==> src/rtl/core/jsu_pkg.sv <==
// ----------------------------------------------------------------------------
// jsu_pkg: shared types and codes of the json string unescaper
// Holds the decoder mode type, the status codes and the character entry
// that travels from the decoder through the queue to the byte serializer.
// ----------------------------------------------------------------------------
package jsu_pkg;

	typedef enum logic [2:0] {
		MODE_NORMAL = 3'd0,
		MODE_ESCAPE = 3'd1,
		MODE_HEX1   = 3'd2,
		MODE_HEX2   = 3'd3,
		MODE_HEX3   = 3'd4,
		MODE_HEX4   = 3'd5
	} mode_t;

	typedef logic [2:0] status_t;

	localparam status_t ST_OK         = 3'd0;
	localparam status_t ST_BAD_ESCAPE = 3'd1;
	localparam status_t ST_BAD_HEX    = 3'd2;
	localparam status_t ST_CUT_SHORT  = 3'd3;
	localparam status_t ST_TOO_LONG   = 3'd4;

	localparam logic [7:0] CAPACITY_RESET = 8'd128;

	// one decoded character (1 to 3 bytes) or the end-of-string result
	typedef struct packed {
		logic [7:0] b0;
		logic [7:0] b1;
		logic [7:0] b2;
		logic [1:0] nbytes;
		logic       is_end;
		status_t    status;
	} entry_t;

endpackage

==> src/rtl/core/jsu_front.sv <==
// ----------------------------------------------------------------------------
// jsu_front: escape decoder
// Takes one body byte or end marker per cycle while accept is high, tracks the
// escape mode, checks the output capacity and writes whole characters to the queue.
// ----------------------------------------------------------------------------
module jsu_front (
	input  logic             clk,
	input  logic             arst_n,
	input  logic             cfg_wr_en,
	input  logic [7:0]       cfg_wr_data,
	input  logic             accept,
	input  logic             req_type,
	input  logic [7:0]       in_byte,
	output logic             ent_wr,
	output jsu_pkg::entry_t  ent
);

	localparam logic [7:0] CH_QUOTE = 8'h22;
	localparam logic [7:0] CH_BSL   = 8'h5C;
	localparam logic [7:0] CH_SLASH = 8'h2F;
	localparam logic [7:0] CH_B     = 8'h62;
	localparam logic [7:0] CH_F     = 8'h66;
	localparam logic [7:0] CH_N     = 8'h6E;
	localparam logic [7:0] CH_R     = 8'h72;
	localparam logic [7:0] CH_T     = 8'h74;
	localparam logic [7:0] CH_U     = 8'h75;

	// {valid, value}
	function automatic logic [4:0] hex_digit(input logic [7:0] b);
		logic [4:0] r;
		r = 5'd0;
		if (b >= 8'h30 && b <= 8'h39) r = {1'b1, 4'(b - 8'h30)};
		else if (b >= 8'h61 && b <= 8'h66) r = {1'b1, 4'(b - 8'h57)};
		else if (b >= 8'h41 && b <= 8'h46) r = {1'b1, 4'(b - 8'h37)};
		return r;
	endfunction

	jsu_pkg::mode_t   mode_q, mode_d;
	logic [15:0]      accum_q, accum_d;
	logic [7:0]       count_q, count_d;
	jsu_pkg::status_t err_q, err_d;
	logic [7:0]       cap_q;

	logic [4:0]  hexv;
	logic [15:0] cp;
	logic        emit_req;
	logic [1:0]  emit_n;
	logic [7:0]  eb0, eb1, eb2;
	logic        fits;

	assign hexv = hex_digit(in_byte);
	assign cp   = {accum_q[11:0], hexv[3:0]};
	assign fits = ({1'b0, count_q} + {7'd0, emit_n}) < {1'b0, cap_q};

	always_ff @(posedge clk or negedge arst_n) begin
		if (!arst_n) begin
			mode_q  <= jsu_pkg::MODE_NORMAL;
			accum_q <= '0;
			count_q <= '0;
			err_q   <= jsu_pkg::ST_OK;
			cap_q   <= jsu_pkg::CAPACITY_RESET;
		end else begin
			mode_q  <= mode_d;
			accum_q <= accum_d;
			count_q <= count_d;
			err_q   <= err_d;
			if (cfg_wr_en) cap_q <= cfg_wr_data;
		end
	end

	// next mode
	always_comb begin
		mode_d = mode_q;
		if (accept) begin
			if (req_type) begin
				mode_d = jsu_pkg::MODE_NORMAL;
			end else if (err_q == jsu_pkg::ST_OK) begin
				unique case (mode_q)
					jsu_pkg::MODE_ESCAPE: begin
						mode_d = (in_byte == CH_U) ? jsu_pkg::MODE_HEX1 : jsu_pkg::MODE_NORMAL;
					end
					jsu_pkg::MODE_HEX1: mode_d = hexv[4] ? jsu_pkg::MODE_HEX2 : jsu_pkg::MODE_NORMAL;
					jsu_pkg::MODE_HEX2: mode_d = hexv[4] ? jsu_pkg::MODE_HEX3 : jsu_pkg::MODE_NORMAL;
					jsu_pkg::MODE_HEX3: mode_d = hexv[4] ? jsu_pkg::MODE_HEX4 : jsu_pkg::MODE_NORMAL;
					jsu_pkg::MODE_HEX4: mode_d = jsu_pkg::MODE_NORMAL;
					default: begin
						mode_d = (in_byte == CH_BSL) ? jsu_pkg::MODE_ESCAPE : jsu_pkg::MODE_NORMAL;
					end
				endcase
			end
		end
	end

	// datapath and queue write
	always_comb begin
		accum_d  = accum_q;
		count_d  = count_q;
		err_d    = err_q;
		emit_req = 1'b0;
		emit_n   = 2'd1;
		eb0      = 8'd0;
		eb1      = 8'd0;
		eb2      = 8'd0;
		ent      = '0;
		ent_wr   = 1'b0;
		if (accept) begin
			if (req_type) begin
				accum_d    = '0;
				count_d    = '0;
				err_d      = jsu_pkg::ST_OK;
				ent_wr     = 1'b1;
				ent.is_end = 1'b1;
				ent.nbytes = 2'd1;
				ent.status = (err_q == jsu_pkg::ST_OK && mode_q != jsu_pkg::MODE_NORMAL)
					? jsu_pkg::ST_CUT_SHORT : err_q;
			end else if (err_q == jsu_pkg::ST_OK) begin
				unique case (mode_q)
					jsu_pkg::MODE_ESCAPE: begin
						unique case (in_byte) inside
							CH_QUOTE, CH_BSL, CH_SLASH: begin
								emit_req = 1'b1;
								eb0      = in_byte;
							end
							CH_B: begin emit_req = 1'b1; eb0 = 8'h08; end
							CH_F: begin emit_req = 1'b1; eb0 = 8'h0C; end
							CH_N: begin emit_req = 1'b1; eb0 = 8'h0A; end
							CH_R: begin emit_req = 1'b1; eb0 = 8'h0D; end
							CH_T: begin emit_req = 1'b1; eb0 = 8'h09; end
							CH_U: accum_d = '0;
							default: err_d = jsu_pkg::ST_BAD_ESCAPE;
						endcase
					end
					jsu_pkg::MODE_HEX1, jsu_pkg::MODE_HEX2, jsu_pkg::MODE_HEX3,
					jsu_pkg::MODE_HEX4: begin
						if (!hexv[4]) begin
							err_d = jsu_pkg::ST_BAD_HEX;
						end else begin
							accum_d = cp;
							if (mode_q == jsu_pkg::MODE_HEX4) begin
								emit_req = 1'b1;
								if (cp < 16'h0080) begin
									eb0 = cp[7:0];
								end else if (cp < 16'h0800) begin
									emit_n = 2'd2;
									eb0    = 8'hC0 | {3'd0, cp[10:6]};
									eb1    = 8'h80 | {2'd0, cp[5:0]};
								end else begin
									emit_n = 2'd3;
									eb0    = 8'hE0 | {4'd0, cp[15:12]};
									eb1    = 8'h80 | {2'd0, cp[11:6]};
									eb2    = 8'h80 | {2'd0, cp[5:0]};
								end
							end
						end
					end
					default: begin
						if (in_byte != CH_BSL) begin
							emit_req = 1'b1;
							eb0      = in_byte;
						end
					end
				endcase
				if (emit_req) begin
					if (fits) begin
						count_d    = count_q + {6'd0, emit_n};
						ent_wr     = 1'b1;
						ent.b0     = eb0;
						ent.b1     = eb1;
						ent.b2     = eb2;
						ent.nbytes = emit_n;
						ent.status = jsu_pkg::ST_OK;
					end else begin
						err_d = jsu_pkg::ST_TOO_LONG;
					end
				end
			end
		end
	end

endmodule

==> src/rtl/core/jsu_fifo.sv <==
// ----------------------------------------------------------------------------
// jsu_fifo: character queue
// Short register queue between the decoder and the byte serializer.
// ----------------------------------------------------------------------------
module jsu_fifo #(
	parameter int DEPTH = 4
) (
	input  logic             clk,
	input  logic             arst_n,
	input  logic             wr,
	input  jsu_pkg::entry_t  wr_data,
	input  logic             rd,
	output jsu_pkg::entry_t  rd_data,
	output logic             full,
	output logic             nonempty
);

	localparam int PTR_W = (DEPTH > 1) ? $clog2(DEPTH) : 1;
	localparam int CNT_W = $clog2(DEPTH + 1);

	jsu_pkg::entry_t  mem [DEPTH];
	logic [PTR_W-1:0] wptr_q, rptr_q;
	logic [CNT_W-1:0] cnt_q;

	function automatic logic [PTR_W-1:0] ptr_inc(input logic [PTR_W-1:0] p);
		return (p == PTR_W'(DEPTH - 1)) ? '0 : p + 1'b1;
	endfunction

	assign full     = (cnt_q == CNT_W'(DEPTH));
	assign nonempty = (cnt_q != '0);
	assign rd_data  = mem[rptr_q];

	always_ff @(posedge clk) begin
		if (wr) mem[wptr_q] <= wr_data;
	end

	always_ff @(posedge clk or negedge arst_n) begin
		if (!arst_n) begin
			wptr_q <= '0;
			rptr_q <= '0;
			cnt_q  <= '0;
		end else begin
			if (wr) wptr_q <= ptr_inc(wptr_q);
			if (rd) rptr_q <= ptr_inc(rptr_q);
			if (wr && !rd) cnt_q <= cnt_q + 1'b1;
			else if (rd && !wr) cnt_q <= cnt_q - 1'b1;
		end
	end

	a_no_overflow: assert property (@(posedge clk) disable iff (!arst_n)
		full |-> !wr) else $error("queue written while full");

endmodule

==> src/rtl/core/jsu_back.sv <==
// ----------------------------------------------------------------------------
// jsu_back: byte serializer
// Holds one character from the queue and presents its bytes one request
// at a time on the result side.
// ----------------------------------------------------------------------------
module jsu_back (
	input  logic             clk,
	input  logic             arst_n,
	input  logic             q_nonempty,
	input  jsu_pkg::entry_t  q_data,
	output logic             q_rd,
	input  logic             pop,
	output logic             empty,
	output logic [7:0]       out_byte,
	output logic             is_end,
	output logic [2:0]       status
);

	logic            valid_q;
	jsu_pkg::entry_t cur_q;
	logic [1:0]      idx_q;
	logic            last;
	logic            take;

	assign empty = !valid_q;
	assign last  = (idx_q == cur_q.nbytes - 2'd1);
	assign take  = pop && valid_q;
	assign q_rd  = q_nonempty && (!valid_q || (take && last));

	always_ff @(posedge clk or negedge arst_n) begin
		if (!arst_n) begin
			valid_q <= 1'b0;
			idx_q   <= '0;
		end else begin
			if (q_rd) begin
				valid_q <= 1'b1;
				idx_q   <= '0;
			end else if (take) begin
				if (last) valid_q <= 1'b0;
				else idx_q <= idx_q + 2'd1;
			end
		end
	end

	always_ff @(posedge clk) begin
		if (q_rd) cur_q <= q_data;
	end

	always_comb begin
		case (idx_q)
			2'd0:    out_byte = cur_q.b0;
			2'd1:    out_byte = cur_q.b1;
			default: out_byte = cur_q.b2;
		endcase
	end

	assign is_end = cur_q.is_end;
	assign status = cur_q.status;

	a_end_single: assert property (@(posedge clk) disable iff (!arst_n)
		valid_q && cur_q.is_end |-> cur_q.nbytes == 2'd1 && cur_q.b0 == 8'd0)
		else $error("end result with payload bytes");

	a_idx_range: assert property (@(posedge clk) disable iff (!arst_n)
		valid_q |-> idx_q < cur_q.nbytes)
		else $error("byte index past character length");

	a_mid_char_hold: assert property (@(posedge clk) disable iff (!arst_n)
		take && !last |=> valid_q && $stable(cur_q) && idx_q == $past(idx_q) + 2'd1)
		else $error("character lost before its last byte");

endmodule

==> src/rtl/core/json_string_unescape_utf8_core.sv <==
// ----------------------------------------------------------------------------
// json_string_unescape_utf8_core: json string unescaper with utf-8 output
// Decodes backslash and \u escapes of a json string body, enforces the
// output capacity and reports the first error on the end result.
// ----------------------------------------------------------------------------
//
//   channel   handshake          payload
//   --------  -----------------  ---------------------------------
//   input     push / full        req_type, in_byte
//   result    pop / empty        out_byte, is_end, status
//   config    cfg_wr_en          cfg_wr_data (out_capacity)
//
// - one input request per cycle while full is low; a plain or simple-escape byte
//   gives one result, a \u character gives 1 to 3 results, one per cycle at the
//   serializer output port while pop is high
// - a result passes from the edge that accepts its request through the character
//   queue and then the serializer's hold register to the result ports
// - full rises only when the CHAR_FIFO_DEPTH character queue is full, so input
//   keeps flowing while multi-byte characters drain or the result side stalls
// - asynchronous active-low reset; capacity resets to 128, no clearing pass
//
module json_string_unescape_utf8_core #(
	parameter int CHAR_FIFO_DEPTH = 4
) (
	input  logic       clk,
	input  logic       arst_n,
	// input side
	input  logic       push,
	output logic       full,
	input  logic       req_type,
	input  logic [7:0] in_byte,
	// result side
	input  logic       pop,
	output logic       empty,
	output logic [7:0] out_byte,
	output logic       is_end,
	output logic [2:0] status,
	// capacity register
	input  logic       cfg_wr_en,
	input  logic [7:0] cfg_wr_data
);

	logic            q_full;
	logic            q_nonempty;
	logic            q_rd;
	logic            ent_wr;
	logic            accept;
	jsu_pkg::entry_t ent;
	jsu_pkg::entry_t q_data;

	// an input request is taken whenever the queue has room
	assign accept = push && !q_full;
	assign full   = q_full;

	// decoder: escape state, hex gathering, capacity check
	jsu_front u_front (
		.clk         (clk),
		.arst_n      (arst_n),
		.cfg_wr_en   (cfg_wr_en),
		.cfg_wr_data (cfg_wr_data),
		.accept      (accept),
		.req_type    (req_type),
		.in_byte     (in_byte),
		.ent_wr      (ent_wr),
		.ent         (ent)
	);

	// whole characters waiting for the serializer
	jsu_fifo #(
		.DEPTH (CHAR_FIFO_DEPTH)
	) u_fifo (
		.clk      (clk),
		.arst_n   (arst_n),
		.wr       (ent_wr),
		.wr_data  (ent),
		.rd       (q_rd),
		.rd_data  (q_data),
		.full     (q_full),
		.nonempty (q_nonempty)
	);

	// serializer: one result byte per pop
	jsu_back u_back (
		.clk        (clk),
		.arst_n     (arst_n),
		.q_nonempty (q_nonempty),
		.q_data     (q_data),
		.q_rd       (q_rd),
		.pop        (pop),
		.empty      (empty),
		.out_byte   (out_byte),
		.is_end     (is_end),
		.status     (status)
	);

endmodule
==> config.mk <==
export PLATFORM = sky130hd
export DESIGN_NAME = json_string_unescape_utf8_core
export DESIGN_NICKNAME = d
export VERILOG_FILES = /design/src/rtl/core/jsu_pkg.sv /design/src/rtl/core/jsu_front.sv /design/src/rtl/core/jsu_fifo.sv /design/src/rtl/core/jsu_back.sv /design/src/rtl/core/json_string_unescape_utf8_core.sv
export SDC_FILE = /design/constraint.sdc
export NUM_CORES = 1
export LEC_CHECK = 0
export CAP_MARGIN = 20
export CORE_ASPECT_RATIO = 1.2
export CORE_MARGIN = 5
export CORE_UTILIZATION = 57
export DETAILED_ROUTE_END_ITERATION = 7
export DONT_BUFFER_PORTS = 1
export HOLD_SLACK_MARGIN = 0.05
export PLACE_DENSITY = 0.75
export SETUP_SLACK_MARGIN = 0.2
export SLEW_MARGIN = 25
export SYNTH_ARGS = -nofsm -noshare
export SYNTH_HDL_FRONTEND = slang
export SYNTH_SLANG_ARGS = --single-unit
export TNS_END_PERCENT = 30
==> constraint.sdc <==
create_clock -name clk -period 4.7 [get_ports clk]
set_clock_uncertainty 0.15 [all_clocks]
set_input_delay 0.235 -clock clk [delete_from_list [all_inputs] [get_ports clk]]
set_output_delay 0.235 -clock clk [all_outputs]
set_load 0.005 [all_outputs]
==> impl_metrics.py <==
metrics = {
    "clocking": {
        "path_clk_slew_ns": 0.07,
        "cts_htree_levels": 4,
        "cts-root-buf": "clkbuf_16",
        "numCtsBuffers": 17,
        "ctsLongestPathBuffers": 2,
        "cts_tree": "done",
        "clkSinkCount": 179,
        "clk_latency_ns": 0.43,
    },
    "drt": {
        "wire_per_inst_um": 20.1,
        "first_iter_violations": 471,
        "postRouteAntennaNets": 0,
        "dr.pass1.iters": 5,
        "num_vias": 5372,
        "routed_wl_um": 17900,
        "drc": 0,
        "vias_per_cell": 6.04,
    },
    "yosys": {
        "avgSynthCellArea_um2": 13.3,
        "yosysSeqAreaShare_pct": 61.3,
        "synth_edf_count": 135,
        "yosys_warnings": 0,
        "synth-main-ff-cell": "edfxtp_1",
        "ys_seq_elements": 179,
        "syn_area_mm2": 0.00842,
        "ys_async_sr_fraction_pct": 24.6,
        "synth_cells": 633,
        "syn_nets": 682,
        "synth_cell_types": 74,
    },
    "floorplanning": {
        "rows": 48,
        "die_area_mm2": 0.0173,
        "die_y_um": 143,
        "start_util_pct": 58.2,
        "die_x_um": 121,
        "core_area_mm2": 0.0145,
        "ios": 36,
    },
    "power_and_ir_drop": {
        "p_per_area_mw_per_mm2": 527,
        "power_leakage_uw": 0.00366,
        "power.switching_uw": 1520,
        "irDropWorstVdd_mv": 0.218,
        "power_frac_comb_pct": 25.3,
        "intPower_uw": 3700,
        "switching_share_pct": 29.1,
        "clkPwrFrac_pct": 29.2,
        "pwr-share-seq_pct": 45.5,
    },
    "setup_path": {
        "crit_type": "reg -> reg",
        "reg2reg_depth": 15,
        "startpoint_type": "register",
        "cp-end-kind": "register",
        "arrival_ns": 4.51,
        "required_ns": 4.71,
        "cp_max_fo": 13,
    },
    "worst_hold_path": {
        "hold_path.class": "in -> reg",
        "whs_path_depth": 2,
    },
    "timing": {
        "slew_violations": 0,
        "hold_viol_final": 0,
        "period_minus_slack_ns": 4.50,
        "fmax_ghz": 0.222,
        "period_share_pct": 95.8,
        "rsz0062_at_grt": "true",
        "worst_pin_slew_ns": 0.750,
        "setup_viol": 0,
        "maxSlewHeadroom_pct": 49.8,
    },
    "final_layout": {
        "post-route-util_pct": 68.4,
        "layout_common_cells": "edfxtp_1 (135), nand2_1 (78), nor2_1 (42)",
        "fin_area_mm2": 0.00990,
        "drive_above_1_share_pct": 23.2,
        "fin_nets": 726,
        "multi_input_area_mm2": 0.00324,
        "diodes": 0,
        "final_common_cell": "edfxtp_1",
        "fin_cells": 890,
        "syn2layout_area_growth_pct": 17.6,
        "fill_cells": 993,
        "ff_latch_area_mm2": 0.00516,
    },
    "placement": {
        "placed_cell_area_mm2": 0.00890,
        "place_hpwl_um": 12000,
        "place_inst": 833,
        "gp_congestion": 0.925,
        "port_buffers": 0,
    },
    "global_routing": {
        "grtUsageTotal_pct": 21.8,
        "grt_pass1_vias": 5529,
        "overflow": 0,
        "grt_max_degree": 45,
        "grt_pass1_wl_um": 28800,
        "antenna_found_initial": 0,
    },
    "outcome": {
        "status": "finished clean",
    },
    "run": {
        "maxCapViolCount": 0,
    },
}
==> synthesized netlist by cell type, types with 4 or more instances <==
| cell | number | area [µm²] |
|---|---|---|
| edfxtp_1 | 135 | 4050 |
| xor2_1 | 6 | 52.6 |
| or2_2 | 8 | 50.1 |
| a2bb2oi_1 | 4 | 35.0 |
| inv_1 | 27 | 101 |
| o21ai_0 | 31 | 155 |
| nor3_1 | 14 | 70.1 |
| ha_1 | 24 | 300 |
| a211oi_1 | 7 | 52.6 |
| clkbuf_1 | 14 | 52.6 |
| mux2_2 | 5 | 56.3 |
| nor4_1 | 4 | 25.0 |
| and2_1 | 13 | 81.3 |
| xnor2_1 | 6 | 52.6 |
| a22oi_1 | 8 | 60.1 |
| nand2_1 | 78 | 293 |
| mux2i_1 | 9 | 90.1 |
| a21oi_1 | 21 | 105 |
| buf_2 | 5 | 25.0 |
| mux4_2 | 27 | 608 |
| nor2_1 | 44 | 165 |
| nand2b_1 | 6 | 37.5 |
| dfrtp_1 | 43 | 1080 |
| nand3_1 | 12 | 60.1 |
==> through the flow <==
step,power (µW),hold WS (ns),setup TNS (ns),setup slack [ns]
5_1_grt,5500,0.0895,0,0.0474
2_1_floorplan,3280,-0.211,-0.263,-0.152
6_report,5220,0.0796,0,0.198
3_3_place_gp,3610,-0.209,0,0.0619
4_1_cts,5220,0.0506,0,0.214
3_5_place_dp,3680,-0.209,-0.123,-0.0932
==> registers in the layout, indices dropped and copies added, names as in the netlist, 2 cells and up <==
signal	flops
u_fifo.wptr_q	2
u_front.mode_q	3
u_back.cur_q	23
u_fifo.mem	108
u_front.err_q	3
u_front.count_q	8
u_fifo.rptr_q	2
u_front.cap_q	8
u_fifo.cnt_q	3
u_back.status	3
u_back.idx_q	2
u_front.accum_q	12
==> power groups by stage <==
stage / Combinational [µW] / Clock [µW] / Sequential [µW]
after floorplan: 1000 / 0 / 2280
after global placement: 1230 / 0 / 2380
after detailed placement: 1270 / 0 / 2410
after CTS: 1310 / 1540 / 2380
after global routing: 1460 / 1620 / 2420
final: 1320 / 1520 / 2370
==> cell type report <==
| class | count | share of cell area, % |
|---|---|---|
| inverters | 30 | 1.20 |
| clock inverters | 13 | 2.00 |
| flip-flops and latches | 179 | 52.1 |
| clock buffers | 19 | 4.47 |
| well taps | 200 | 2.53 |
| repair buffers | 50 | 4.98 |
| multi-input cells | 399 | 32.7 |
==> worst paths after layout <==
path                                     from                end  slack, ns
min                                in_byte[7]  u_fifo.mem[1][29]       0.08
max                        u_front.accum_q[9]  u_fifo.mem[2][25]       0.20
max in group asynchronous              arst_n   u_front.cap_q[7]       3.97
max reg2reg                u_front.accum_q[9]  u_fifo.mem[2][25]       0.20
min in group asynchronous              arst_n  u_front.mode_q[1]       0.16
min reg2reg                   u_fifo.cnt_q[2]    u_fifo.cnt_q[2]       0.35
==> critical path, cell delays in order (launching register included) <==
cell and delay, ns:
dfrtp_1 0.44, nor4_4 0.33, nor2b_4 0.23, buf_8 0.16
nand3_2 0.09, ha_4 0.19, fa_2 0.41, nand3_2 0.08
xnor2_1 0.15, ha_1 0.27, and4_4 0.21, a2111oi_4 0.33
buf_4 0.19, and2_1 0.23, o211ai_1 0.24, a211oi_1 0.50
==> cells by family after synthesis <==
group	share of synthesized area (%)
adder cells (fa/ha/maj)	4.28
XOR/XNOR	1.25
buffers and inverters	2.84
flip-flops	61.3
AO/OA/AOI/OAI	9.60
AND/OR/NAND/NOR	11.5
multiplexers	9.23
==> metal layers <==
metal	share of wire [%]	vias to the layer above	GRT usage (%)	wire length [µm]
li1	-	2454	-	-
met1	39	2666	27.4	7040
met2	52	218	36.5	9290
met3	6.1	34	5.51	1100
met4	2.5	0	8.53	443
met5	0	-	0	0
==> timing repair <==
item / 4_1_cts / 5_1_grt
buffers inserted: 1 / 7
hold buffers: 16 / 1
gates resized for setup: 7 / 20
hold endpoints to repair: 101 / 4
pin swaps: 1 / 13
endpoints found under the setup margin: 2 / 132
No activity file was read; power rests on OpenSTA's default activity.
